**src/sv/mf2d_pkg.sv**
```systemverilog
// shared types, constants and the mirror fold function of the median filter
package mf2d_pkg;

    // parameter defaults
    localparam int MAX_WIDTH_DEF  = 1024;
    localparam int MAX_SIDE_DEF   = 7;
    localparam int PIXEL_BITS_DEF = 8;

    // fixed field widths
    localparam int W_W       = 11;
    localparam int H_W       = 12;
    localparam int K_W       = 3;
    localparam int ROW_W     = 12;
    localparam int COL_W     = 11;
    localparam int P_W       = ROW_W + 2;
    localparam int POS_W     = 24;
    localparam int CFG_W     = 12;
    localparam int CFG_IDX_W = 2;
    localparam int PIX_IN_W  = 8;
    localparam int OUT_COL_W = 10;

    // reset values of the configuration registers
    localparam logic [W_W-1:0] WIDTH_RST  = 11'd640;
    localparam logic [H_W-1:0] HEIGHT_RST = 12'd480;
    localparam logic [K_W-1:0] SIDE_RST   = 3'd3;

    // configuration register indexes
    typedef enum logic [CFG_IDX_W-1:0] {
        CFG_WIDTH  = 2'd0,
        CFG_HEIGHT = 2'd1,
        CFG_SIDE   = 2'd2
    } cfg_idx_t;

    // effective (clamped) frame geometry
    typedef struct packed {
        logic [W_W-1:0] w;
        logic [H_W-1:0] h;
        logic [K_W-1:0] k;
    } geom_t;

    // one output position handed from front to back
    typedef struct packed {
        logic [ROW_W-1:0] row;
        logic [COL_W-1:0] col;
        logic [ROW_W-1:0] seq;
        logic             last;
    } job_t;

    // half-sample mirror of a coordinate into 0..n-1, clamped if still outside
    function automatic logic [ROW_W-1:0] fold(input logic signed [P_W-1:0] p,
                                              input logic [ROW_W:0] n);
        logic signed [P_W-1:0] q;
        logic signed [P_W-1:0] nn;
        nn = signed'({1'b0, n});
        q  = (p < 0) ? ~p : p;
        if (q >= nn)
        begin
            q = (nn <<< 1) - P_W'(1) - q;
        end
        if (q < 0)
        begin
            q = '0;
        end
        if (q >= nn)
        begin
            q = nn - P_W'(1);
        end
        return q[ROW_W-1:0];
    endfunction

endpackage

```
**src/sv/mf2d_jobq.sv**
```systemverilog
// one-entry queue of output positions between front and back
module mf2d_jobq (
    input  logic           clk,
    input  logic           rst_n,
    input  logic           push,
    input  mf2d_pkg::job_t push_job,
    input  logic           pop,
    output logic           full,
    output mf2d_pkg::job_t job
);

    logic           valid_reg, valid_next;
    mf2d_pkg::job_t job_reg, job_next;

    // push only happens while empty
    always_comb
    begin
        valid_next = valid_reg;
        job_next   = job_reg;
        if (push)
        begin
            valid_next = 1'b1;
            job_next   = push_job;
        end
        else if (pop)
        begin
            valid_next = 1'b0;
        end
    end

    always_ff @(posedge clk or negedge rst_n)
    begin
        if (!rst_n)
        begin
            valid_reg <= 1'b0;
        end
        else
        begin
            valid_reg <= valid_next;
        end
    end

    always_ff @(posedge clk)
    begin
        job_reg <= job_next;
    end

    assign full = valid_reg;
    assign job  = job_reg;

endmodule

```
**config.mk**
```make
export PLATFORM = sky130hd
export DESIGN_NAME = mf2d_jobq
export DESIGN_NICKNAME = d
export VERILOG_FILES = /design/src/sv/mf2d_pkg.sv /design/src/sv/mf2d_jobq.sv
export SDC_FILE = /design/constraint.sdc
export NUM_CORES = 1
export LEC_CHECK = 0
export ABC_AREA = 1
export ABC_CLOCK_PERIOD_IN_PS = 800
export BUFFER_PORTS_ARGS = -buffer_cell sky130_fd_sc_hd__buf_2
export CAP_MARGIN = 10
export CELL_PAD_IN_SITES_DETAIL_PLACEMENT = 1
export CELL_PAD_IN_SITES_GLOBAL_PLACEMENT = 1
export CORE_MARGIN = 10
export CORE_UTILIZATION = 31
export DETAILED_ROUTE_END_ITERATION = 7
export PLACE_DENSITY = 0.78
export SYNTH_ARGS = -nofsm -noshare
export SYNTH_HDL_FRONTEND = slang
export SYNTH_SLANG_ARGS = --single-unit
```
**constraint.sdc**
```tcl
create_clock -name clk -period 0.8 [get_ports clk]
set_input_delay 0.12 -clock clk [delete_from_list [all_inputs] [get_ports clk]]
set_output_delay 0.12 -clock clk [all_outputs]
set_load 0.05 [all_outputs]
```
==> impl_metrics.json, run 1 <==
{
  "ant_nets": 0,
  "slowest_stage": "edfxtp_1",
  "routed_wl_um": 4700,
  "drv_slew": 0,
  "min_period_ns": 1.09,
  "path_delay_family": "flip-flops",
  "reg2reg_depth": 2,
  "grt_pass1_vias": 1144,
  "largest_reg_flops": 36,
  "diodes": 0,
  "mostFrequentLayoutCells": "39 x buf_2, 38 x dlygate4sd3_1, 37 x buf_6",
  "yosysTopAreaCellShare": 0.964,
  "dp_cells": 166,
  "fp.dieH_um": 80.1,
  "fmax_mhz": 916,
  "synth_nets": 81,
  "end_kind": "output pin",
  "drt_iter0_markers": 18,
  "h-tree-depth": 2,
  "fin_crit_sh": 1.37,
  "worstSetupPathType": "reg -> out",
  "clockBufferDepth": 2,
  "antenna_found_initial": 0,
  "syn-cell-area_um2": 1120,
  "syn_inst": 41,
  "yosys_warnings": 0,
  "synth_seq_area_share": 0.987,
  "slew_headroom": 0.903,
  "cts_tree": "done",
  "hold_viol": 0,
  "p_leak_nw": 0.977,
  "seq_area_um2": 1110,
  "final_common_cell": "buf_2",
  "root_buffer": "clkbuf_4",
  "slowest_delay_ns": 0.45,
  "startpoint_type": "register",
  "path_cells": "buf_6",
  "clock_skew_ns": 0,
  "rows": 21,
  "setup_ws_ns": -0.292,
  "grt_max_degree": 21,
  "fill_cells": 314,
  "dieArea_um2": 6420,
  "peakVddDrop_mv": 1.21,
  "crit_fanout": 1,
  "ys_ff_latch": 37,
  "hpwl_um": 2370,
  "drive_above_1_share": 0.524,
  "outcome": "finished with violations",
  "failed_checks": "negative setup slack",
  "post-place-ws_ns": 0.0493,
  "nets": 205,
  "arrival_ns": 0.97,
  "tightest_slew_ns": 0.145,
  "clock_latency_ns": 0.34,
  "finalWeightedCongestion": 0.645,
  "area_growth_pct": 105,
  "coreArea_um2": 3420,
  "vias": 905,
  "clock_sinks": 37,
  "whs_ns": 0.0743,
  "avgSynthCellArea_um2": 27.3,
  "cp.depth": 1,
  "synthTopCellsByArea": "edfxtp_1 96%, dfrtp_1 2.2%, inv_1 0.67%",
  "synth_top_area_cell": "edfxtp_1",
  "worstPathRequired_ns": 0.68,
  "clk_pin_slew_ns": 0.11,
  "synth_cell_types": 4,
  "via_per_inst": 4.27,
  "multi_input_area_um2": 7.51,
  "grt_usage": 0.150,
  "crit_buf_inv": 1,
  "wl_per_cell_um": 22.2,
  "grt_pass1_wl_um": 6900,
  "io_pins": 77,
  "instances_no_fill": 212,
  "numPortBuffers": 76,
  "p_per_area_nw_per_um2": 2120,
  "hold_class": "in -> async",
  "numCtsBuffers": 5,
  "drt-pass1-iter-count": 2,
  "setup_viol": 37,
  "initial_utilization": 0.328,
  "maxCapViolCount": 0,
  "rsz0062_at_grt": "true",
  "drc": 0,
  "overflow": 0,
  "die_x_um": 80.1
}
## metal layers
layer | routed length, µm | vias up | track usage
met5 | 0 | - | 0
met4 | 51 | 0 | 0.0546
met3 | 757 | 6 | 0.117
met2 | 2290 | 65 | 0.247
met1 | 1610 | 428 | 0.136
li1 | - | 406 | -
## power by group
| part | leakage [nW] | internal (W) | switching [W] |
|---|---|---|---|
| sequential | 0.362 | 0.00230 | 0.0000877 |
| clock | 0.0389 | 0.000647 | 0.000634 |
| combinational | 0.576 | 0.000484 | 0.000717 |
## cell type report
cell class                 count  share of cell area
clock buffer                   5              0.0163
clock inverter                 3              0.0180
inverter                       2             0.00327
multi-input combinational      2             0.00327
sequential                    37               0.482
tap                           46              0.0250
timing repair buffer         117               0.452
## cells by family (layout without fill, tap and decap cells)
| kind of cell | after synthesis | in the layout | share of synthesized area |
|---|---|---|---|
| AND/OR/NAND/NOR | 2 | 2 | 0.00670 |
| buffers and inverters | 2 | 127 | 0.00670 |
| flip-flops | 37 | 37 | 0.987 |
## synth_stat cells (all sizes together)
master	n
edfxtp	36
dfrtp	1
inv	2
nand2	2
## metrics by stage
stage	power (W)	setup TNS, ns	area (µm²)	utilization
after floorplan	0.00292	0	1120	-
after CTS	0.00484	-9.18	2300	0.673
after global routing	0.00502	-10.72	2300	0.673
after detailed placement	0.00323	0	1610	0.471
after global placement	0.00321	0	1610	0.471
final	0.00487	-9.14	2300	0.673
## what timing repair did
action / 4_1_cts / 5_1_grt
gates resized for setup: 74 / 0
hold buffers: 38 / 0
hold endpoints to repair: 38 / 0
buffers inserted: 0 / 0
setup endpoints to repair: 37 / 37
## path summary, 6_finish.rpt
kind / from / slack, ns / endpoint
hold / removal: rst_n / 0.07 / full
max in group asynchronous: rst_n / 0.63 / full
setup reg to reg: full / 0.13 / full
setup / recovery: job[25] / -0.29 / job[25]
hold reg to reg: full / 0.56 / full
min in group clk: push / 0.22 / job[28]
Note: power is estimated with default switching activity, not from simulation.
==> run 2: changes to the inputs <==
- CORE_ASPECT_RATIO: not set -> 1.25
==> impl_metrics.json, run 2 (synthesis gave the netlist of run 1 again) <==
{
  "outcome": "finished with violations",
  "failed_checks": "negative setup slack",
  "tightest_slew_ns": 0.117,
  "io_pins": 77,
  "dp_cells": 158,
  "grt_pass1_vias": 868,
  "p_leak_nw": 0.831,
  "die_x_um": 73.8,
  "area_growth_pct": 73.3,
  "maxCapViolCount": 0,
  "drc": 0,
  "ant_nets": 0,
  "grt_max_degree": 21,
  "h-tree-depth": 2,
  "worstPathRequired_ns": 0.68,
  "end_kind": "output pin",
  "initial_utilization": 0.322,
  "grt_usage": 0.0977,
  "fp.dieH_um": 87.2,
  "dieArea_um2": 6440,
  "clockBufferDepth": 2,
  "crit_buf_inv": 1,
  "endpoint": "job[3]",
  "setup_viol": 37,
  "seqPwrFrac": 0.519,
  "nets": 170,
  "fmax_mhz": 1030,
  "r2r_start": "full",
  "min_period_ns": 0.973,
  "cts_tree": "done",
  "switching_share": 0.281,
  "drt_iter0_markers": 22,
  "coreArea_um2": 3480,
  "clock_skew_ns": 0,
  "routed_wl_um": 3180,
  "p_per_area_nw_per_um2": 2360,
  "worstSetupPathType": "reg -> out",
  "clock_sinks": 37,
  "utilization": 0.558,
  "path_delay_family": "flip-flops",
  "p_total_w": 0.00458,
  "startpoint_type": "register",
  "antenna_found_initial": 0,
  "clock_latency_ns": 0.27,
  "final_common_cell": "buf_2",
  "reg2reg_depth": 2,
  "r2r_slack_ns": 0.17,
  "mostFrequentLayoutCells": "39 x buf_2, 37 x buf_6, 36 x edfxtp_1",
  "crit_fanout": 1,
  "wl_per_cell_um": 18.7,
  "multi_input_area_um2": 7.51,
  "r2r_end": "full",
  "slew_headroom": 0.922,
  "dpl-instance-area_um2": 1590,
  "diodes": 0,
  "instances_no_fill": 170,
  "peakVddDrop_mv": 1.58,
  "clockPowerShare": 0.255,
  "via_per_inst": 4.18,
  "slowest_stage": "edfxtp_1",
  "post_cts_buffers": 0,
  "drv_slew": 0,
  "root_buffer": "clkbuf_8",
  "grt_pass1_wl_um": 4680,
  "setup_ws_ns": -0.173,
  "tns_ns": -5.47,
  "fin_crit_sh": 1.22,
  "slowest_delay_ns": 0.40,
  "cp.depth": 1,
  "hold_class": "in -> reg",
  "arrival_ns": 0.85,
  "drive_above_1_share": 0.641,
  "worstSetupStartpoint": "job[3]",
  "finalWeightedCongestion": 0.638,
  "net-switching-power_w": 0.00129,
  "seq_area_um2": 1110,
  "drt-pass1-iter-count": 2,
  "numCtsBuffers": 5,
  "vias": 711,
  "fin_area_um2": 1940,
  "path_cells": "buf_6",
  "p_int_w": 0.00329,
  "overflow": 0,
  "min-delay-start": "push_job[30]",
  "numPortBuffers": 76,
  "hold_viol": 0,
  "fill_cells": 333,
  "clk_pin_slew_ns": 0.06,
  "rows": 24,
  "combPwrFrac": 0.226,
  "largest_reg_flops": 36,
  "rsz0062_at_grt": "true"
}
run 2: changes by cell type in the layout (fill, tap and decap cells not counted), sizes merged:
cell / before / now
buf: 79 / 78
bufinv: 1 / 0
clkbuf: 5 / 8
clkinv: 1 / 0
clkinvlp: 1 / 0
dlygate4sd3: 38 / 4
run 2: cell type report:
| cell class | count | area share |
|---|---|---|
| Inverter | 2 | 0.00386 |
| Clock buffer | 8 | 0.0412 |
| Sequential cell | 37 | 0.570 |
| Multi-Input combinational cell | 2 | 0.00386 |
| Tap cell | 39 | 0.0251 |
| Timing Repair Buffer | 82 | 0.356 |
run 2: worst min-delay path by stage:
stage,to,slack [ns],depth (start not counted)
2_1_floorplan,full,-0.18,0
3_3_place_gp,full,-0.11,1
3_5_place_dp,full,-0.10,1
4_1_cts,job[0],0.004,1
5_1_grt,job[10],0.003,1
6_report,job[30],0.02,1
run 2: layer usage:
| layer | wire length (µm) | up-vias | GRT usage |
|---|---|---|---|
| li1 | - | 334 | - |
| met2 | 1860 | 41 | 0.185 |
| met1 | 915 | 329 | 0.0805 |
| met5 | 0 | - | 0 |
| met4 | 68 | 0 | 0.0441 |
| met3 | 329 | 7 | 0.0468 |
run 2: through the flow:
stage               hold WS, ns  setup slack [ns]
finish                   0.0177            -0.173
floorplan                -0.176            0.0501
global placement         -0.105            0.0754
global route            0.00275            -0.215
CTS                     0.00391            -0.196
detailed placement       -0.103            0.0601
run 2: power groups by stage:
| stage | clock, W | sequential (W) | combinational (W) |
|---|---|---|---|
| 2_1_floorplan | 0 | 0.00292 | 0.00000431 |
| 3_3_place_gp | 0 | 0.00236 | 0.000841 |
| 3_5_place_dp | 0 | 0.00238 | 0.000854 |
| 4_1_cts | 0.00123 | 0.00238 | 0.00103 |
| 5_1_grt | 0.00133 | 0.00239 | 0.00107 |
| 6_report | 0.00117 | 0.00237 | 0.00103 |
run 2: what timing repair did:
item / in CTS / in global routing
setup endpoints to repair: 37 / 37
endpoints found under the hold margin: 1 / 3
hold buffers: 1 / 3
pin swaps: 0 / 0
gates resized for setup: 74 / 0
