### src/sv/mf2d_pkg.sv
// shared types, constants and the mirror fold function of the median filter
package mf2d_pkg;

    // parameter defaults
    localparam int MAX_WIDTH_DEF  = 1024;
    localparam int MAX_SIDE_DEF   = 7;
    localparam int PIXEL_BITS_DEF = 8;

    // fixed field widths
    localparam int W_W       = 11;
    localparam int H_W       = 12;
    localparam int K_W       = 3;
    localparam int ROW_W     = 12;
    localparam int COL_W     = 11;
    localparam int P_W       = ROW_W + 2;
    localparam int POS_W     = 24;
    localparam int CFG_W     = 12;
    localparam int CFG_IDX_W = 2;
    localparam int PIX_IN_W  = 8;
    localparam int OUT_COL_W = 10;

    // reset values of the configuration registers
    localparam logic [W_W-1:0] WIDTH_RST  = 11'd640;
    localparam logic [H_W-1:0] HEIGHT_RST = 12'd480;
    localparam logic [K_W-1:0] SIDE_RST   = 3'd3;

    // configuration register indexes
    typedef enum logic [CFG_IDX_W-1:0] {
        CFG_WIDTH  = 2'd0,
        CFG_HEIGHT = 2'd1,
        CFG_SIDE   = 2'd2
    } cfg_idx_t;

    // effective (clamped) frame geometry
    typedef struct packed {
        logic [W_W-1:0] w;
        logic [H_W-1:0] h;
        logic [K_W-1:0] k;
    } geom_t;

    // one output position handed from front to back
    typedef struct packed {
        logic [ROW_W-1:0] row;
        logic [COL_W-1:0] col;
        logic [ROW_W-1:0] seq;
        logic             last;
    } job_t;

    // half-sample mirror of a coordinate into 0..n-1, clamped if still outside
    function automatic logic [ROW_W-1:0] fold(input logic signed [P_W-1:0] p,
                                              input logic [ROW_W:0] n);
        logic signed [P_W-1:0] q;
        logic signed [P_W-1:0] nn;
        nn = signed'({1'b0, n});
        q  = (p < 0) ? ~p : p;
        if (q >= nn)
        begin
            q = (nn <<< 1) - P_W'(1) - q;
        end
        if (q < 0)
        begin
            q = '0;
        end
        if (q >= nn)
        begin
            q = nn - P_W'(1);
        end
        return q[ROW_W-1:0];
    endfunction

endpackage

### src/sv/mf2d_front.sv
// front end: configuration registers, input counters, line store writes, job issue
module mf2d_front #(
    parameter int MAX_WIDTH  = mf2d_pkg::MAX_WIDTH_DEF,
    parameter int MAX_SIDE   = mf2d_pkg::MAX_SIDE_DEF,
    parameter int PIXEL_BITS = mf2d_pkg::PIXEL_BITS_DEF
) (
    input  logic                                clk,
    input  logic                                rst_n,
    input  logic                                cfg_we,
    input  logic [mf2d_pkg::CFG_IDX_W-1:0]      cfg_index,
    input  logic [mf2d_pkg::CFG_W-1:0]          cfg_data,
    input  logic                                in_valid,
    output logic                                in_stall,
    input  logic                                op,
    input  logic [mf2d_pkg::PIX_IN_W-1:0]       pixel,
    input  logic                                q_full,
    output logic                                push,
    output mf2d_pkg::job_t                      push_job,
    output mf2d_pkg::geom_t                     geom,
    output logic                                wr_en,
    output logic [$clog2((2**$clog2(MAX_SIDE+1))*MAX_WIDTH)-1:0] wr_addr,
    output logic [PIXEL_BITS-1:0]               wr_data
);

    localparam int NSLOT  = 2**$clog2(MAX_SIDE + 1);
    localparam int SLOT_W = $clog2(NSLOT);
    localparam int ADDR_W = $clog2(NSLOT * MAX_WIDTH);

    logic [mf2d_pkg::W_W-1:0]   cfg_w_reg, cfg_w_next;
    logic [mf2d_pkg::H_W-1:0]   cfg_h_reg, cfg_h_next;
    logic [mf2d_pkg::K_W-1:0]   cfg_k_reg, cfg_k_next;
    logic [mf2d_pkg::ROW_W-1:0] in_row_reg, in_row_next;
    logic [mf2d_pkg::COL_W-1:0] in_col_reg, in_col_next;
    logic [mf2d_pkg::POS_W-1:0] rx_reg, rx_next;
    logic [mf2d_pkg::ROW_W-1:0] em_row_reg, em_row_next;
    logic [mf2d_pkg::COL_W-1:0] em_col_reg, em_col_next;
    logic [mf2d_pkg::POS_W-1:0] em_reg, em_next;
    logic [mf2d_pkg::ROW_W-1:0] wseq_reg, wseq_next;
    logic [mf2d_pkg::ROW_W-1:0] eseq_reg, eseq_next;

    logic [mf2d_pkg::W_W-1:0]   w;
    logic [mf2d_pkg::H_W-1:0]   h;
    logic [mf2d_pkg::K_W-1:0]   k;
    logic [1:0]                 half;
    logic [mf2d_pkg::POS_W-1:0] lag;
    logic                       accept;

    // clamp the raw register values
    always_comb
    begin
        w = (cfg_w_reg == '0) ? mf2d_pkg::W_W'(1) :
            ((13'(cfg_w_reg) > 13'(MAX_WIDTH)) ? mf2d_pkg::W_W'(MAX_WIDTH) : cfg_w_reg);
        h = (cfg_h_reg == '0) ? mf2d_pkg::H_W'(1) : cfg_h_reg;
        k = (cfg_k_reg == '0) ? mf2d_pkg::K_W'(1) :
            ((5'(cfg_k_reg) > 5'(MAX_SIDE)) ? mf2d_pkg::K_W'(MAX_SIDE) : cfg_k_reg);
        half = k[2:1];
        lag  = mf2d_pkg::POS_W'(half) * mf2d_pkg::POS_W'(w) + mf2d_pkg::POS_W'(half);
    end

    assign geom     = '{w: w, h: h, k: k};
    assign in_stall = q_full;
    assign accept   = in_valid && !q_full;
    assign wr_data  = PIXEL_BITS'(pixel);
    assign wr_addr  = ADDR_W'(wseq_reg[SLOT_W-1:0]) * ADDR_W'(MAX_WIDTH) + ADDR_W'(in_col_reg);

    // input bookkeeping, emit decision and restart
    always_comb
    begin
        cfg_w_next  = cfg_w_reg;
        cfg_h_next  = cfg_h_reg;
        cfg_k_next  = cfg_k_reg;
        in_row_next = in_row_reg;
        in_col_next = in_col_reg;
        rx_next     = rx_reg;
        em_row_next = em_row_reg;
        em_col_next = em_col_reg;
        em_next     = em_reg;
        wseq_next   = wseq_reg;
        eseq_next   = eseq_reg;
        wr_en       = 1'b0;
        push        = 1'b0;
        push_job    = '{row: em_row_reg, col: em_col_reg, seq: eseq_reg,
                        last: (em_row_reg == h - 1'b1) && (em_col_reg == w - 1'b1)};

        // pixel write while the frame is still arriving
        if (accept && !op && (in_row_reg < h))
        begin
            wr_en       = 1'b1;
            rx_next     = rx_reg + 1'b1;
            in_col_next = in_col_reg + 1'b1;
            if (in_col_next >= w)
            begin
                in_col_next = '0;
                in_row_next = in_row_reg + 1'b1;
                wseq_next   = wseq_reg + 1'b1;
            end
        end

        // issue the next output position once its window has arrived
        if (accept && (em_row_reg < h) && ((in_row_next >= h) || (rx_next > em_reg + lag)))
        begin
            push        = 1'b1;
            em_next     = em_reg + 1'b1;
            em_col_next = em_col_reg + 1'b1;
            if (em_col_next >= w)
            begin
                em_col_next = '0;
                em_row_next = em_row_reg + 1'b1;
                eseq_next   = eseq_reg + 1'b1;
            end
            if (em_row_next >= h)
            begin
                in_row_next = '0;
                in_col_next = '0;
                rx_next     = '0;
                em_row_next = '0;
                em_col_next = '0;
                em_next     = '0;
            end
        end

        // a write to the width, height or side register restarts the frame
        if (cfg_we)
        begin
            unique case (cfg_index)
                mf2d_pkg::CFG_WIDTH:  cfg_w_next = cfg_data[mf2d_pkg::W_W-1:0];
                mf2d_pkg::CFG_HEIGHT: cfg_h_next = cfg_data[mf2d_pkg::H_W-1:0];
                mf2d_pkg::CFG_SIDE:   cfg_k_next = cfg_data[mf2d_pkg::K_W-1:0];
                default:              ;
            endcase
            if (cfg_index == mf2d_pkg::CFG_WIDTH || cfg_index == mf2d_pkg::CFG_HEIGHT ||
                cfg_index == mf2d_pkg::CFG_SIDE)
            begin
                in_row_next = '0;
                in_col_next = '0;
                rx_next     = '0;
                em_row_next = '0;
                em_col_next = '0;
                em_next     = '0;
                eseq_next   = wseq_reg;
            end
        end
    end

    always_ff @(posedge clk or negedge rst_n)
    begin
        if (!rst_n)
        begin
            cfg_w_reg  <= mf2d_pkg::WIDTH_RST;
            cfg_h_reg  <= mf2d_pkg::HEIGHT_RST;
            cfg_k_reg  <= mf2d_pkg::SIDE_RST;
            in_row_reg <= '0;
            in_col_reg <= '0;
            rx_reg     <= '0;
            em_row_reg <= '0;
            em_col_reg <= '0;
            em_reg     <= '0;
            wseq_reg   <= '0;
            eseq_reg   <= '0;
        end
        else
        begin
            cfg_w_reg  <= cfg_w_next;
            cfg_h_reg  <= cfg_h_next;
            cfg_k_reg  <= cfg_k_next;
            in_row_reg <= in_row_next;
            in_col_reg <= in_col_next;
            rx_reg     <= rx_next;
            em_row_reg <= em_row_next;
            em_col_reg <= em_col_next;
            em_reg     <= em_next;
            wseq_reg   <= wseq_next;
            eseq_reg   <= eseq_next;
        end
    end

endmodule

### config.mk
export PLATFORM = sky130hd
export DESIGN_NAME = mf2d_front
export DESIGN_NICKNAME = d
export VERILOG_FILES = /design/src/sv/mf2d_pkg.sv /design/src/sv/mf2d_front.sv
export SDC_FILE = /design/constraint.sdc
export NUM_CORES = 1
export LEC_CHECK = 0
export BUFFER_PORTS_ARGS = -buffer_cell sky130_fd_sc_hd__buf_2
export CORE_MARGIN = 3
export CORE_UTILIZATION = 60
export DETAILED_ROUTE_END_ITERATION = 7
export PLACE_DENSITY = 0.79
export SYNTH_ARGS = -nofsm -noshare
export SYNTH_HDL_FRONTEND = slang
export SYNTH_SLANG_ARGS = --single-unit
### constraint.sdc
create_clock -name clk -period 10.4 [get_ports clk]
set_input_delay 0.52 -clock clk [delete_from_list [all_inputs] [get_ports clk]]
set_output_delay 0.52 -clock clk [all_outputs]
set_load 0.03 [all_outputs]
==> impl_table.tex, run 1 <==
\begin{tabular}{lr}
\hline
Metric & Value \\
\hline
\multicolumn{2}{l}{\textbf{Die}} \\
Number of top-level pins & 114 \\
Core outline area & 0.01883 sq mm \\
Cell Rows & 50 \\
Effective utilization at floorplan & 61.44\% \\
Area enclosed by the die boundary & between 0.02 and 0.025 sq mm \\
Die X & 144.9 um \\
Floorplan die height & 144.9 um \\
\multicolumn{2}{l}{\textbf{Synthesis}} \\
Number of instances in the synthesized netlist & 1,293 \\
Synthesized Nets & around 1,500 \\
Number of synthesized flops with an enable pin & 0 \\
Fraction of synthesis flops using an asynchronous set or reset pin & 100.0\% \\
Sequential-to-total area share from yosys stat & 31.24\% \\
Most used flip-flop cell after synthesis & sky130\_fd\_sc\_hd\_\_dfrtp\_1 \\
Cell area after synthesis & 0.01157 sq mm \\
Flip-flop and latch count after synthesis & 144 \\
Count of unique library cells instantiated by Yosys & 72 \\
Leading post-synthesis cells by cell area & sky130\_fd\_sc\_hd\_\_dfrtp\_1 (29\%), sky130\_fd\_sc\_hd\_\_ha\_1 (14\%), sky130\_fd\_sc\_hd\_\_xnor2\_1 (7.6\%) \\
Avg Inst Size Synth & 8.947 sq um \\
Number of warning messages in the yosys log & 0 \\
Top cell type by total area after synthesis & sky130\_fd\_sc\_hd\_\_dfrtp\_1 \\
Yosys top cell area share & 29.42\% \\
\multicolumn{2}{l}{\textbf{STA}} \\
Minimum clock period after layout & 8.170 ns \\
Max Clk Rate & roughly 0.12 GHz \\
Worst Clk Skew & 0.01115 ns \\
Fin Hold WS & 0.1695 ns \\
Slew margin rel. & 28.08\% \\
Portion of the clock cycle consumed by the worst path in the final layout & between 70 and 80\% \\
Final count of hold timing violations & 0 \\
Post-Route Setup TNS & 0 ns \\
Final Slew Violations & 0 \\
Setup-failing EPs final & 0 \\
Setup repair after global routing missed its margin & no \\
Actual transition at the worst max-transition pin & 1.075 ns \\
\multicolumn{2}{l}{\textbf{Global route}} \\
Global-route wire length before repair & around 47,000 um \\
Maximum number of pins on one net before global-route repair & 93 \\
Number of global-route vias before repair & 9,066 \\
Overflow after GRT & 0 \\
GRT Total Usage & 27.86\% \\
Antenna violations before repair & 0 \\
\multicolumn{2}{l}{\textbf{Drt}} \\
Avg Vias per Cell & 6.099 \\
Starting DRT DRC Count & 841 \\
Total routed wirelength & 29,080 um \\
Number of vias in the routed layout & 9,814 \\
Number of iterations in the first detailed-routing pass & 5 \\
Drc violations & 0 \\
Antenna Violating Nets Remaining & 0 \\
Routed length per instance & 18.07 um \\
\multicolumn{2}{l}{\textbf{Pwr}} \\
Final Power & 0.001813 W \\
Lkg Pwr & 6.064 nW \\
Power density over cell area & around 140 mW/mm\^{}2 \\
VDD IR max & around 0.00013 V \\
\multicolumn{2}{l}{\textbf{Place}} \\
Count of buffers inserted at the top-level ports & 97 \\
GPL Wtd Cong & 0.9164 \\
Dpl cells & approximately 1,600 \\
Detailed placement HPWL & 21,890 um \\
\multicolumn{2}{l}{\textbf{Clocking}} \\
Num Clock Sinks & roughly 140 \\
H-Tree Level Count & 4 \\
Clock buffers created by TritonCTS & 17 \\
Clock insertion delay at the later pin of the skew report & 0.43 ns \\
Number of resized instances in the post-cts repair step & 0 \\
Maximum buffer depth of the clock tree & 2 \\
Postcts setup bufs & 0 \\
Clock root buffer master & sky130\_fd\_sc\_hd\_\_clkbuf\_16 \\
Cts hold-fix bufs & 0 \\
CTS tree & built \\
Clock transition time at the flip-flop clock pins of the worst setup and hold paths & 0.07 ns \\
\multicolumn{2}{l}{\textbf{Layout}} \\
Layout filler cell count & 1,477 \\
Area overhead of the layout relative to synthesis & 9.777\% \\
Commonest non-fill, non-tap cells in the layout & sky130\_fd\_sc\_hd\_\_dfrtp\_1 (136), sky130\_fd\_sc\_hd\_\_ha\_1 (132), sky130\_fd\_sc\_hd\_\_xnor2\_1 (100), sky130\_fd\_sc\_hd\_\_nand2\_1 (96), sky130\_fd\_sc\_hd\_\_buf\_2 (96) \\
Proportion of layout cells with a drive suffix above 1 & between 10 and 15\% \\
Antenna cell count & 0 \\
Most frequent standard cell in the layout excluding fill and tap cells & sky130\_fd\_sc\_hd\_\_dfrtp\_1 \\
Net count, final & 1,508 \\
Count of placed standard cells in the final layout, fillers left out & 1,609 \\
\multicolumn{2}{l}{\textbf{Critical path}} \\
Worst Path Buf+Inv & 3 \\
Library cell contributing the largest single delay on the critical path & sky130\_fd\_sc\_hd\_\_fa\_1 \\
Launching element type of the critical path & flop \\
Critical path type & flop to output pin \\
Data arrival time of the worst path & 7.65 ns \\
Kind of capture point of the worst setup path & output pin \\
Crit Path Max Fanout & 14 \\
Cell type group with the largest total delay on the critical path & simple AND/OR/NAND/NOR gates \\
Longest individual stage delay on the worst path & around 0.56 ns \\
CP required & 9.88 ns \\
\multicolumn{2}{l}{\textbf{Hold path}} \\
Hold Crit Class & primary input to async pin \\
\multicolumn{2}{l}{\textbf{Status}} \\
Result of the run & completed \\
\multicolumn{2}{l}{\textbf{Flow run}} \\
Maxcap violations & 0 \\
\hline
\end{tabular}
[synth_stat cells, types with 6 or more instances]
| cell type | n |
|---|---|
| sky130_fd_sc_hd__o21ai_0 | 51 |
| sky130_fd_sc_hd__nor4_1 | 18 |
| sky130_fd_sc_hd__and3_1 | 25 |
| sky130_fd_sc_hd__nand3_1 | 64 |
| sky130_fd_sc_hd__dfstp_2 | 8 |
| sky130_fd_sc_hd__nor3_1 | 35 |
| sky130_fd_sc_hd__xnor2_1 | 100 |
| sky130_fd_sc_hd__a31oi_1 | 10 |
| sky130_fd_sc_hd__nand4_1 | 38 |
| sky130_fd_sc_hd__ha_1 | 132 |
| sky130_fd_sc_hd__buf_2 | 10 |
| sky130_fd_sc_hd__a21o_1 | 13 |
| sky130_fd_sc_hd__and2_1 | 14 |
| sky130_fd_sc_hd__a21oi_1 | 52 |
| sky130_fd_sc_hd__nand2_1 | 96 |
| sky130_fd_sc_hd__or3_1 | 15 |
| sky130_fd_sc_hd__nor2b_1 | 47 |
| sky130_fd_sc_hd__xor2_1 | 55 |
| sky130_fd_sc_hd__clkbuf_1 | 44 |
| sky130_fd_sc_hd__nor3b_1 | 6 |
| sky130_fd_sc_hd__and4_1 | 6 |
| sky130_fd_sc_hd__a32o_1 | 7 |
| sky130_fd_sc_hd__nor2_1 | 94 |
| sky130_fd_sc_hd__inv_1 | 59 |
| sky130_fd_sc_hd__buf_4 | 21 |
| sky130_fd_sc_hd__fa_1 | 12 |
| sky130_fd_sc_hd__mux2_2 | 26 |
| sky130_fd_sc_hd__nand2b_1 | 7 |
| sky130_fd_sc_hd__dfrtp_1 | 136 |
[cells by family (layout without fill, tap and decap cells)]
logic type	after synthesis	after routing	share of synthesized area, %
buffers and inverters	141	197	5.364
DFF	144	144	31.24
muxes	29	29	2.790
and+or+nand+nor	484	484	21.44
adders and majority gates	144	144	16.35
AOI/OAI and AO/OA	196	196	11.09
xor gates and xnor gates	155	155	11.73
[final cells by class]
class | count | area (sq um) | area share (%)
multi-input combinational | 1008 | 7367 | 58.01
tap | 260 | 325.3 | 2.562
timing repair buffer | 104 | 544.3 | 4.286
sequential | 144 | 3613 | 28.45
inverter | 61 | 229.0 | 1.803
clock buffer | 17 | 425.4 | 3.350
clock inverter | 15 | 195.2 | 1.537
[layer usage]
metal  routed length (um)  up-vias  track usage, %
li1                     -     4633               -
met5                    0        -               0
met2                13700      378           44.22
met3                 1643       47           4.502
met4                  562        0           7.707
met1                13170     4756           39.67
[through the flow]
| step | setup WS, ns | cell area (sq um) | utilization [%] |
|---|---|---|---|
| after global placement | 2.900 | 12080 | 64.15 |
| after global routing | 1.827 | 12700 | 67.44 |
| after CTS | 2.400 | 12700 | 67.44 |
| final | 2.230 | 12700 | 67.44 |
| after floorplan | 3.301 | 11570 | - |
| after detailed placement | 2.577 | 12080 | 64.15 |
[where the power goes]
part / switching [W] / total [W] / internal (W)
Clock: 0.000269 / 0.000654 / 0.000385
Sequential: 0.0000516 / 0.000647 / 0.000595
Combinational: 0.000330 / 0.000512 / 0.000182
Total: 0.000651 / 0.00181 / 0.00116
[path summary, 6_finish.rpt]
path / start / to / slack, ns / depth (start not counted)
min in group clk: cfg_data[11] / cfg_h_reg[11] / 0.32 / 2
max in group asynchronous: rst_n / cfg_h_reg[9] / 9.06 / 2
setup / recovery: cfg_w_reg[3] / push / 2.23 / 25
hold / removal: rst_n / rx_reg[0] / 0.17 / 1
hold reg to reg: wseq_reg[11] / wseq_reg[11] / 0.47 / 1
setup reg to reg: cfg_w_reg[3] / rx_reg[11] / 2.33 / 27
Note: power is estimated with default switching activity, not from simulation.
==> run 2: changes to the inputs <==
Settings changed: CORE_UTILIZATION 60 to 55, PLACE_DENSITY 0.79 to 0.76.
Clock period 10.4 ns to 7.35 ns, I/O delays scaled along.
==> run 2 against run 1 <==
Compared with the run above: the run now ends with hold timing left; via count fell by 0.69%; sequential share of layout area fell by 0.36 points; register-to-register slack got worse by 1.9 ns; cell area rose by 1.3%; global-route usage fell by 1.3 points; sequential power rose by 43%; non-clock buffer count rose by 19; sequential cell count did not move; largest cell class unchanged; utilization fell by 4.5 points; clock skew rose by 0.0019 ns; clock power rose by 33%.
==> impl_table.tex, run 2 (synthesis results as in run 1) <==
\begin{tabular}{lr}
\hline
Metric & Value \\
\hline
\multicolumn{2}{l}{\textbf{Critical path}} \\
Crit Path Max Fanout & 9 (-5) \\
Library cell contributing the largest single delay on the critical path & sky130\_fd\_sc\_hd\_\_fa\_1 \\
Data arrival time of the worst path & 6.68 ns (-0.97 ns) \\
Launching element type of the critical path & flop \\
Worst Path Buf+Inv & 4 (+1) \\
Longest individual stage delay on the worst path & 0.55 ns (about the same) \\
CP required & 6.98 ns (-2.90 ns) \\
Kind of capture point of the worst setup path & output pin \\
Cell type group with the largest total delay on the critical path & simple AND/OR/NAND/NOR gates \\
Critical path type & flop to output pin \\
Most repeated library cell on the critical path & sky130\_fd\_sc\_hd\_\_fa\_1 \\
\multicolumn{2}{l}{\textbf{Clocking}} \\
Clock insertion delay at the later pin of the skew report & 0.43 ns (about the same) \\
Clock root buffer master & sky130\_fd\_sc\_hd\_\_clkbuf\_16 \\
Cts hold-fix bufs & 0 (unchanged) \\
Maximum buffer depth of the clock tree & 2 (unchanged) \\
Num Clock Sinks & 144 (unchanged) \\
Clock buffers created by TritonCTS & 17 (unchanged) \\
H-Tree Level Count & 4 (unchanged) \\
Clock transition time at the flip-flop clock pins of the worst setup and hold paths & 0.07 ns (about the same) \\
CTS tree & built \\
\multicolumn{2}{l}{\textbf{STA}} \\
Max Clk Rate & 0.1420 GHz \\
Setup repair after global routing missed its margin & no \\
Final Slew Violations & 0 (unchanged) \\
Worst Clk Skew & 0.01310 ns (+0.001950 ns) \\
Slew margin rel. & 38.49\% (+10 points) \\
Setup-failing EPs final & 0 (unchanged) \\
Minimum clock period after layout & 7.045 ns \\
Portion of the clock cycle consumed by the worst path in the final layout & 95.84\% \\
Fin Hold WS & -0.008144 ns (-0.1777 ns) \\
Actual transition at the worst max-transition pin & 0.9207 ns (-0.1540 ns) \\
Post-Route Setup TNS & 0 ns (unchanged) \\
Final count of hold timing violations & 15 (+15) \\
\multicolumn{2}{l}{\textbf{Global route}} \\
Maximum number of pins on one net before global-route repair & 81 (-13\%) \\
Antenna violations before repair & 0 (unchanged) \\
Overflow after GRT & 0 (unchanged) \\
GRT Total Usage & 26.60\% (-1.3 points) \\
Global-route wire length before repair & 48,570 um (+3.6\%) \\
Number of global-route vias before repair & 9,527 (+5.1\%) \\
\multicolumn{2}{l}{\textbf{Pwr}} \\
Lkg Pwr & 6.143 nW (+1.3\%) \\
Power density over cell area & 196.5 mW/mm\^{}2 (+38\%) \\
VDD IR max & 0.0001488 V (+16\%) \\
\multicolumn{2}{l}{\textbf{Layout}} \\
Proportion of layout cells with a drive suffix above 1 & 15.50\% (+1.7 points) \\
Final std cell area, no fill & 0.01287 sq mm (+1.3\%) \\
Commonest non-fill, non-tap cells in the layout & sky130\_fd\_sc\_hd\_\_dfrtp\_1 (135), sky130\_fd\_sc\_hd\_\_ha\_1 (132), sky130\_fd\_sc\_hd\_\_xnor2\_1 (100), sky130\_fd\_sc\_hd\_\_nand2\_1 (96), sky130\_fd\_sc\_hd\_\_buf\_2 (96) \\
Antenna cell count & 0 (unchanged) \\
Net count, final & 1,527 (+1.3\%) \\
Layout filler cell count & 1,751 (+19\%) \\
Area overhead of the layout relative to synthesis & 11.23\% \\
Most frequent standard cell in the layout excluding fill and tap cells & sky130\_fd\_sc\_hd\_\_dfrtp\_1 \\
\multicolumn{2}{l}{\textbf{Die}} \\
Effective utilization at floorplan & 56.63\% (-4.8 points) \\
Number of top-level pins & 114 (unchanged) \\
Area enclosed by the die boundary & 0.02281 sq mm (+8.7\%) \\
Die X & 151.0 um (+4.3\%) \\
Core outline area & 0.02043 sq mm (+8.5\%) \\
Floorplan die height & 151.0 um (+4.3\%) \\
Cell Rows & 52 (+4.0\%) \\
\multicolumn{2}{l}{\textbf{Place}} \\
GPL Wtd Cong & 0.9558 (+4.3\%) \\
Count of buffers inserted at the top-level ports & 97 (unchanged) \\
Detailed placement HPWL & 22,310 um (+1.9\%) \\
Placement Cell Area & 0.01220 sq mm (+1.0\%) \\
\multicolumn{2}{l}{\textbf{Status}} \\
Failing checks & hold timing \\
Result of the run & finished with violations \\
\multicolumn{2}{l}{\textbf{Drt}} \\
Starting DRT DRC Count & 807 (-4.0\%) \\
Avg Vias per Cell & 5.950 (-2.5\%) \\
Routed length per instance & 17.99 um (-0.46\%) \\
Number of vias in the routed layout & 9,746 (-0.69\%) \\
Drc violations & 0 (unchanged) \\
Antenna Violating Nets Remaining & 0 (unchanged) \\
Number of iterations in the first detailed-routing pass & 7 (+2) \\
Total routed wirelength & 29,470 um (+1.3\%) \\
\multicolumn{2}{l}{\textbf{Flow run}} \\
Maxcap violations & 0 (unchanged) \\
\multicolumn{2}{l}{\textbf{Hold path}} \\
Hold Crit Class & primary input to async pin \\
\hline
\end{tabular}
## run 2: what timing repair did
item / in CTS / in global routing
gates resized for setup: 1 / 8
endpoints found under the setup margin: 12 / 106
buffers inserted: 1 / 3
pin swaps: 1 / 4
## run 2: worst paths after layout
path	endpoint	slack, ns	depth (start not counted)	startpoint
min in group clk	cfg_h_reg[11]	0.16	2	cfg_data[11]
worst max-delay path	push	0.31	26	cfg_w_reg[5]
worst max register to register	eseq_reg[11]	0.41	27	cfg_w_reg[5]
max in group asynchronous	cfg_w_reg[5]	5.99	2	rst_n
worst min register to register	wseq_reg[11]	0.47	1	wseq_reg[11]
worst min-delay path	em_reg[21]	-0.008	1	rst_n
## run 2: power breakdown
part           internal [W]  total (W)  switching, W
clock              0.000484   0.000868      0.000385
sequential         0.000842   0.000924     0.0000817
combinational      0.000273   0.000736      0.000463
total               0.00160    0.00253      0.000930
## run 2: area by class of cell
class | instances | area [sq um] | share of cell area (%)
Clock buffer | 17 | 425.4 | 3.306
Clock inverter | 15 | 166.4 | 1.293
Inverter | 61 | 229.0 | 1.779
Multi-Input combinational cell | 1008 | 7407 | 57.57
Sequential cell | 144 | 3615 | 28.09
Tap cell | 270 | 337.8 | 2.625
Timing Repair Buffer | 123 | 686.9 | 5.338
## run 2: through the flow
stage	total power (W)	worst slack [ns]	util, %	std cells	hold slack (ns)
global placement	0.001631	0.3728	59.74	1602	0.4594
floorplan	0.001436	0.4034	-	1293	0.07191
detailed placement	0.001648	0.05842	59.74	1602	0.4586
finish	0.002528	0.3054	62.98	1638	-0.008144
CTS	0.002529	0.006857	62.70	1635	0.01646
global route	0.002667	0.01227	62.98	1638	0.04145
## run 2: per-layer routing
| layer | part of all wire (%) | GRT usage (%) | vias to the layer above | wire length [um] |
|---|---|---|---|---|
| li1 | - | - | 4680 | - |
| met1 | 44 | 36.26 | 4680 | 13050 |
| met2 | 47 | 42.31 | 320 | 13820 |
| met3 | 6.0 | 5.356 | 66 | 1766 |
| met4 | 2.8 | 9.338 | 0 | 835 |
| met5 | 0 | 0 | - | 0 |
==> run 3: changes to the inputs <==
Settings changed: REMOVE_ABC_BUFFERS set to 1.
Clock period 7.35 ns to 5.9 ns, I/O delays scaled along.
==> run 3 against run 2 <==
Compared with the run above: the flow finishes with violations (setup timing); combinational power rose by 60%; utilization grew 7.3 points; global-route usage is 3.9 points higher; routed wire length up 25%; clock-buffer cell count unchanged; cell area grew 12%; register-to-register slack worse by 1.3 ns; hold slack better by 0.10 ns; critical path type is now flop to flop; largest power group is now combinational logic.
==> impl_table.tex, run 3 (synthesis results as in run 1) <==
\begin{tabular}{lr}
\hline
Metric & Value \\
\hline
\multicolumn{2}{l}{\textbf{Place}} \\
Count of buffers inserted at the top-level ports & 97 (unchanged) \\
Placement Cell Area & 0.01273 sq mm (+4.3\%) \\
GPL Wtd Cong & 0.9421 (-1.4\%) \\
Detailed placement HPWL & 24,490 um (+9.8\%) \\
\multicolumn{2}{l}{\textbf{Critical path}} \\
Register-to-Register Path Depth & 32 (+19\%) \\
RR Startpoint & cfg\_w\_reg[2] \\
Longest individual stage delay on the worst path & 0.56 ns (about the same) \\
Data arrival time of the worst path & 7.16 ns (+0.48 ns) \\
Kind of capture point of the worst setup path & flop \\
Launching element type of the critical path & flop \\
Critical path type & flop to flop \\
Crit Path Max Fanout & 7 (-2) \\
Setup slack of the worst register-to-register path & -0.89 ns (-1.30 ns) \\
Worst reg2reg path endpoint & em\_reg[18] \\
Library cell contributing the largest single delay on the critical path & sky130\_fd\_sc\_hd\_\_fa\_1 \\
Worst Path Buf+Inv & 9 (+5) \\
Cell type group with the largest total delay on the critical path & compound AO/OA/AOI/OAI gates \\
CP required & 6.27 ns (-0.71 ns) \\
\multicolumn{2}{l}{\textbf{STA}} \\
Worst Clk Skew & 0.01129 ns (-0.001809 ns) \\
Slew margin rel. & 16.15\% (-22 points) \\
Fin Hold WS & 0.09359 ns (+0.1017 ns) \\
Post-Route Setup TNS & -82.29 ns (-82.29 ns) \\
Final count of hold timing violations & 0 (-15) \\
Actual transition at the worst max-transition pin & 1.244 ns (+0.3235 ns) \\
Final Slew Violations & 0 (unchanged) \\
Max Clk Rate & $\sim$0.15 GHz \\
Minimum clock period after layout & 6.788 ns \\
Setup-failing EPs final & 107 (+107) \\
Portion of the clock cycle consumed by the worst path in the final layout & 115.0\% \\
Setup repair after global routing missed its margin & yes \\
Setup slack of the critical path after layout & -0.8876 ns (-1.193 ns) \\
\multicolumn{2}{l}{\textbf{Status}} \\
Result of the run & finished with violations \\
Failing checks & setup timing \\
\multicolumn{2}{l}{\textbf{Layout}} \\
Antenna cell count & 0 (unchanged) \\
Final std cell area, no fill & 0.01436 sq mm (+12\%) \\
Area overhead of the layout relative to synthesis & 24.09\% \\
Net count, final & 1,621 (+6.2\%) \\
Most frequent standard cell in the layout excluding fill and tap cells & sky130\_fd\_sc\_hd\_\_dfrtp\_1 \\
Commonest non-fill, non-tap cells in the layout & sky130\_fd\_sc\_hd\_\_dfrtp\_1 (136), sky130\_fd\_sc\_hd\_\_ha\_1 (131), sky130\_fd\_sc\_hd\_\_xnor2\_1 (99), sky130\_fd\_sc\_hd\_\_nand2\_1 (96), sky130\_fd\_sc\_hd\_\_buf\_2 (95) \\
Layout filler cell count & 1,466 (-16\%) \\
Sequential cell area in the final layout & 0.003613 sq mm (about the same) \\
Proportion of layout cells with a drive suffix above 1 & 26.47\% (+11 points) \\
Footprint of the multi-input gates & 0.007874 sq mm (+6.3\%) \\
\multicolumn{2}{l}{\textbf{Die}} \\
Die X & 151.0 um (unchanged) \\
Cell Rows & 52 (unchanged) \\
Floorplan die height & 151.0 um (unchanged) \\
Area enclosed by the die boundary & 0.02281 sq mm (unchanged) \\
Core outline area & 0.02043 sq mm (unchanged) \\
Effective utilization at floorplan & 56.63\% (unchanged) \\
Number of top-level pins & 114 (unchanged) \\
\multicolumn{2}{l}{\textbf{Global route}} \\
Global-route wire length before repair & 54,820 um (+13\%) \\
Overflow after GRT & 0 (unchanged) \\
Maximum number of pins on one net before global-route repair & 87 (+7.4\%) \\
Antenna violations before repair & 0 (unchanged) \\
Number of global-route vias before repair & 10,460 (+9.8\%) \\
GRT Total Usage & 30.54\% (+3.9 points) \\
\multicolumn{2}{l}{\textbf{Clocking}} \\
Clock buffers created by TritonCTS & 17 (unchanged) \\
Maximum buffer depth of the clock tree & 2 (unchanged) \\
CTS tree & built \\
H-Tree Level Count & 4 (unchanged) \\
Clock root buffer master & sky130\_fd\_sc\_hd\_\_clkbuf\_16 \\
Clock insertion delay at the later pin of the skew report & 0.44 ns (about the same) \\
Num Clock Sinks & 144 (unchanged) \\
Clock transition time at the flip-flop clock pins of the worst setup and hold paths & 0.07 ns (about the same) \\
\multicolumn{2}{l}{\textbf{Drt}} \\
Routed wire length on met3 & 3135 um (+78\%) \\
Number of iterations in the first detailed-routing pass & 5 (-2) \\
Number of vias in the routed layout & 10,870 (+12\%) \\
Met2 WL & 17,690 um (+28\%) \\
Top Layer Used & met4 \\
Antenna Violating Nets Remaining & 0 (unchanged) \\
Routed length per instance & 21.28 um (+18\%) \\
Total routed wirelength & 36,850 um (+25\%) \\
Drc violations & 0 (unchanged) \\
Routed met1 length & 14,750 um (+13\%) \\
Avg Vias per Cell & 6.274 (+5.5\%) \\
Starting DRT DRC Count & 1,146 (+42\%) \\
\multicolumn{2}{l}{\textbf{Pwr}} \\
Power density over cell area & 237.7 mW/mm\^{}2 (+21\%) \\
VDD IR max & 0.0001976 V (+33\%) \\
Lkg Pwr & 6.849 nW (+11\%) \\
\multicolumn{2}{l}{\textbf{Hold path}} \\
Hold Path Sink & cfg\_h\_reg[11] \\
WHS Path Cells & 2 \\
Hold Crit Class & primary input to flop \\
Min-Delay Startpoint & cfg\_data[11] \\
\multicolumn{2}{l}{\textbf{Flow run}} \\
Maxcap violations & 0 (unchanged) \\
\hline
\end{tabular}
==> run 3: changes by cell type in the layout (fill, tap and decap cells not counted), moves of 8 or more <==
cell,change
sky130_fd_sc_hd__buf_4,+65
sky130_fd_sc_hd__buf_6,+8
sky130_fd_sc_hd__o21ai_1,+13
sky130_fd_sc_hd__nor2b_4,+8
sky130_fd_sc_hd__buf_12,+9
sky130_fd_sc_hd__a21oi_2,+12
sky130_fd_sc_hd__nor2_2,+14
sky130_fd_sc_hd__nor2b_1,-10
sky130_fd_sc_hd__nor2_1,-19
sky130_fd_sc_hd__a21oi_1,-12
sky130_fd_sc_hd__o21ai_0,-18
==> run 3: area by class of cell <==
cell class	count	area share [%]
multi-input combinational	1009	54.85
sequential	144	25.17
timing repair buffer	216	11.91
clock buffer	17	2.963
tap	270	2.353
inverter	61	1.612
clock inverter	15	1.133
==> run 3: repair_timing <==
| item | 4_1_cts | 5_1_grt |
|---|---|---|
| cloned | 4 | 5 |
| setup endpoints to repair | 107 | 107 |
| hold buffers | 1 | 0 |
| gates resized for setup | 90 | 62 |
| buffers inserted | 20 | 8 |
| hold endpoints to repair | 80 | 0 |
| pin swaps | 50 | 41 |
==> run 3: where the power goes <==
part,total (W),switching [W],internal [W]
Combinational,0.00118,0.000699,0.000478
Sequential,0.00113,0.0000811,0.00105
Clock,0.00111,0.000537,0.000569
Total,0.00341,0.00132,0.00209
==> run 3: how the worst max path moves through the flow <==
| stage | startpoint | end | cells after the start |
|---|---|---|---|
| 6_report | cfg_w_reg[2] | em_reg[18] | 32 |
| 4_1_cts | cfg_w_reg[5] | push | 26 |
| 5_1_grt | cfg_w_reg[2] | em_reg[18] | 31 |
| 3_5_place_dp | cfg_w_reg[2] | eseq_reg[11] | 26 |
| 3_3_place_gp | cfg_w_reg[2] | in_col_reg[1] | 28 |
| 2_1_floorplan | cfg_w_reg[3] | in_col_reg[0] | 26 |
==> run 3: worst register-to-register path: cells and delay by family (launching register included) <==
| kind | cells | cell delay (ns) |
|---|---|---|
| AO/OA/AOI/OAI | 10 | 1.91 |
| XOR/XNOR | 1 | 0.19 |
| AND/OR/NAND/NOR | 7 | 1.23 |
| buffers and inverters | 9 | 1.14 |
| flip-flops | 1 | 0.42 |
| adder cells (fa/ha/maj) | 5 | 1.82 |
==> run 3: per-layer routing <==
layer  global-route usage, %  vias to the layer above
met1                   40.46                     5264
met4                   8.704                        0
met2                   51.04                      612
met5                       0                        -
met3                   5.925                      130
li1                        -                     4861
==> run 3: stage by stage <==
stage | util (%) | setup slack [ns] | power [W] | instances
2_1_floorplan | - | -3.730 | 0.001751 | 1213
3_3_place_gp | 62.32 | -0.7455 | 0.002143 | 1665
3_5_place_dp | 62.32 | -0.9975 | 0.002174 | 1665
4_1_cts | 68.24 | -0.5437 | 0.003328 | 1721
5_1_grt | 70.27 | -1.120 | 0.003549 | 1732
6_report | 70.27 | -0.8876 | 0.003412 | 1732
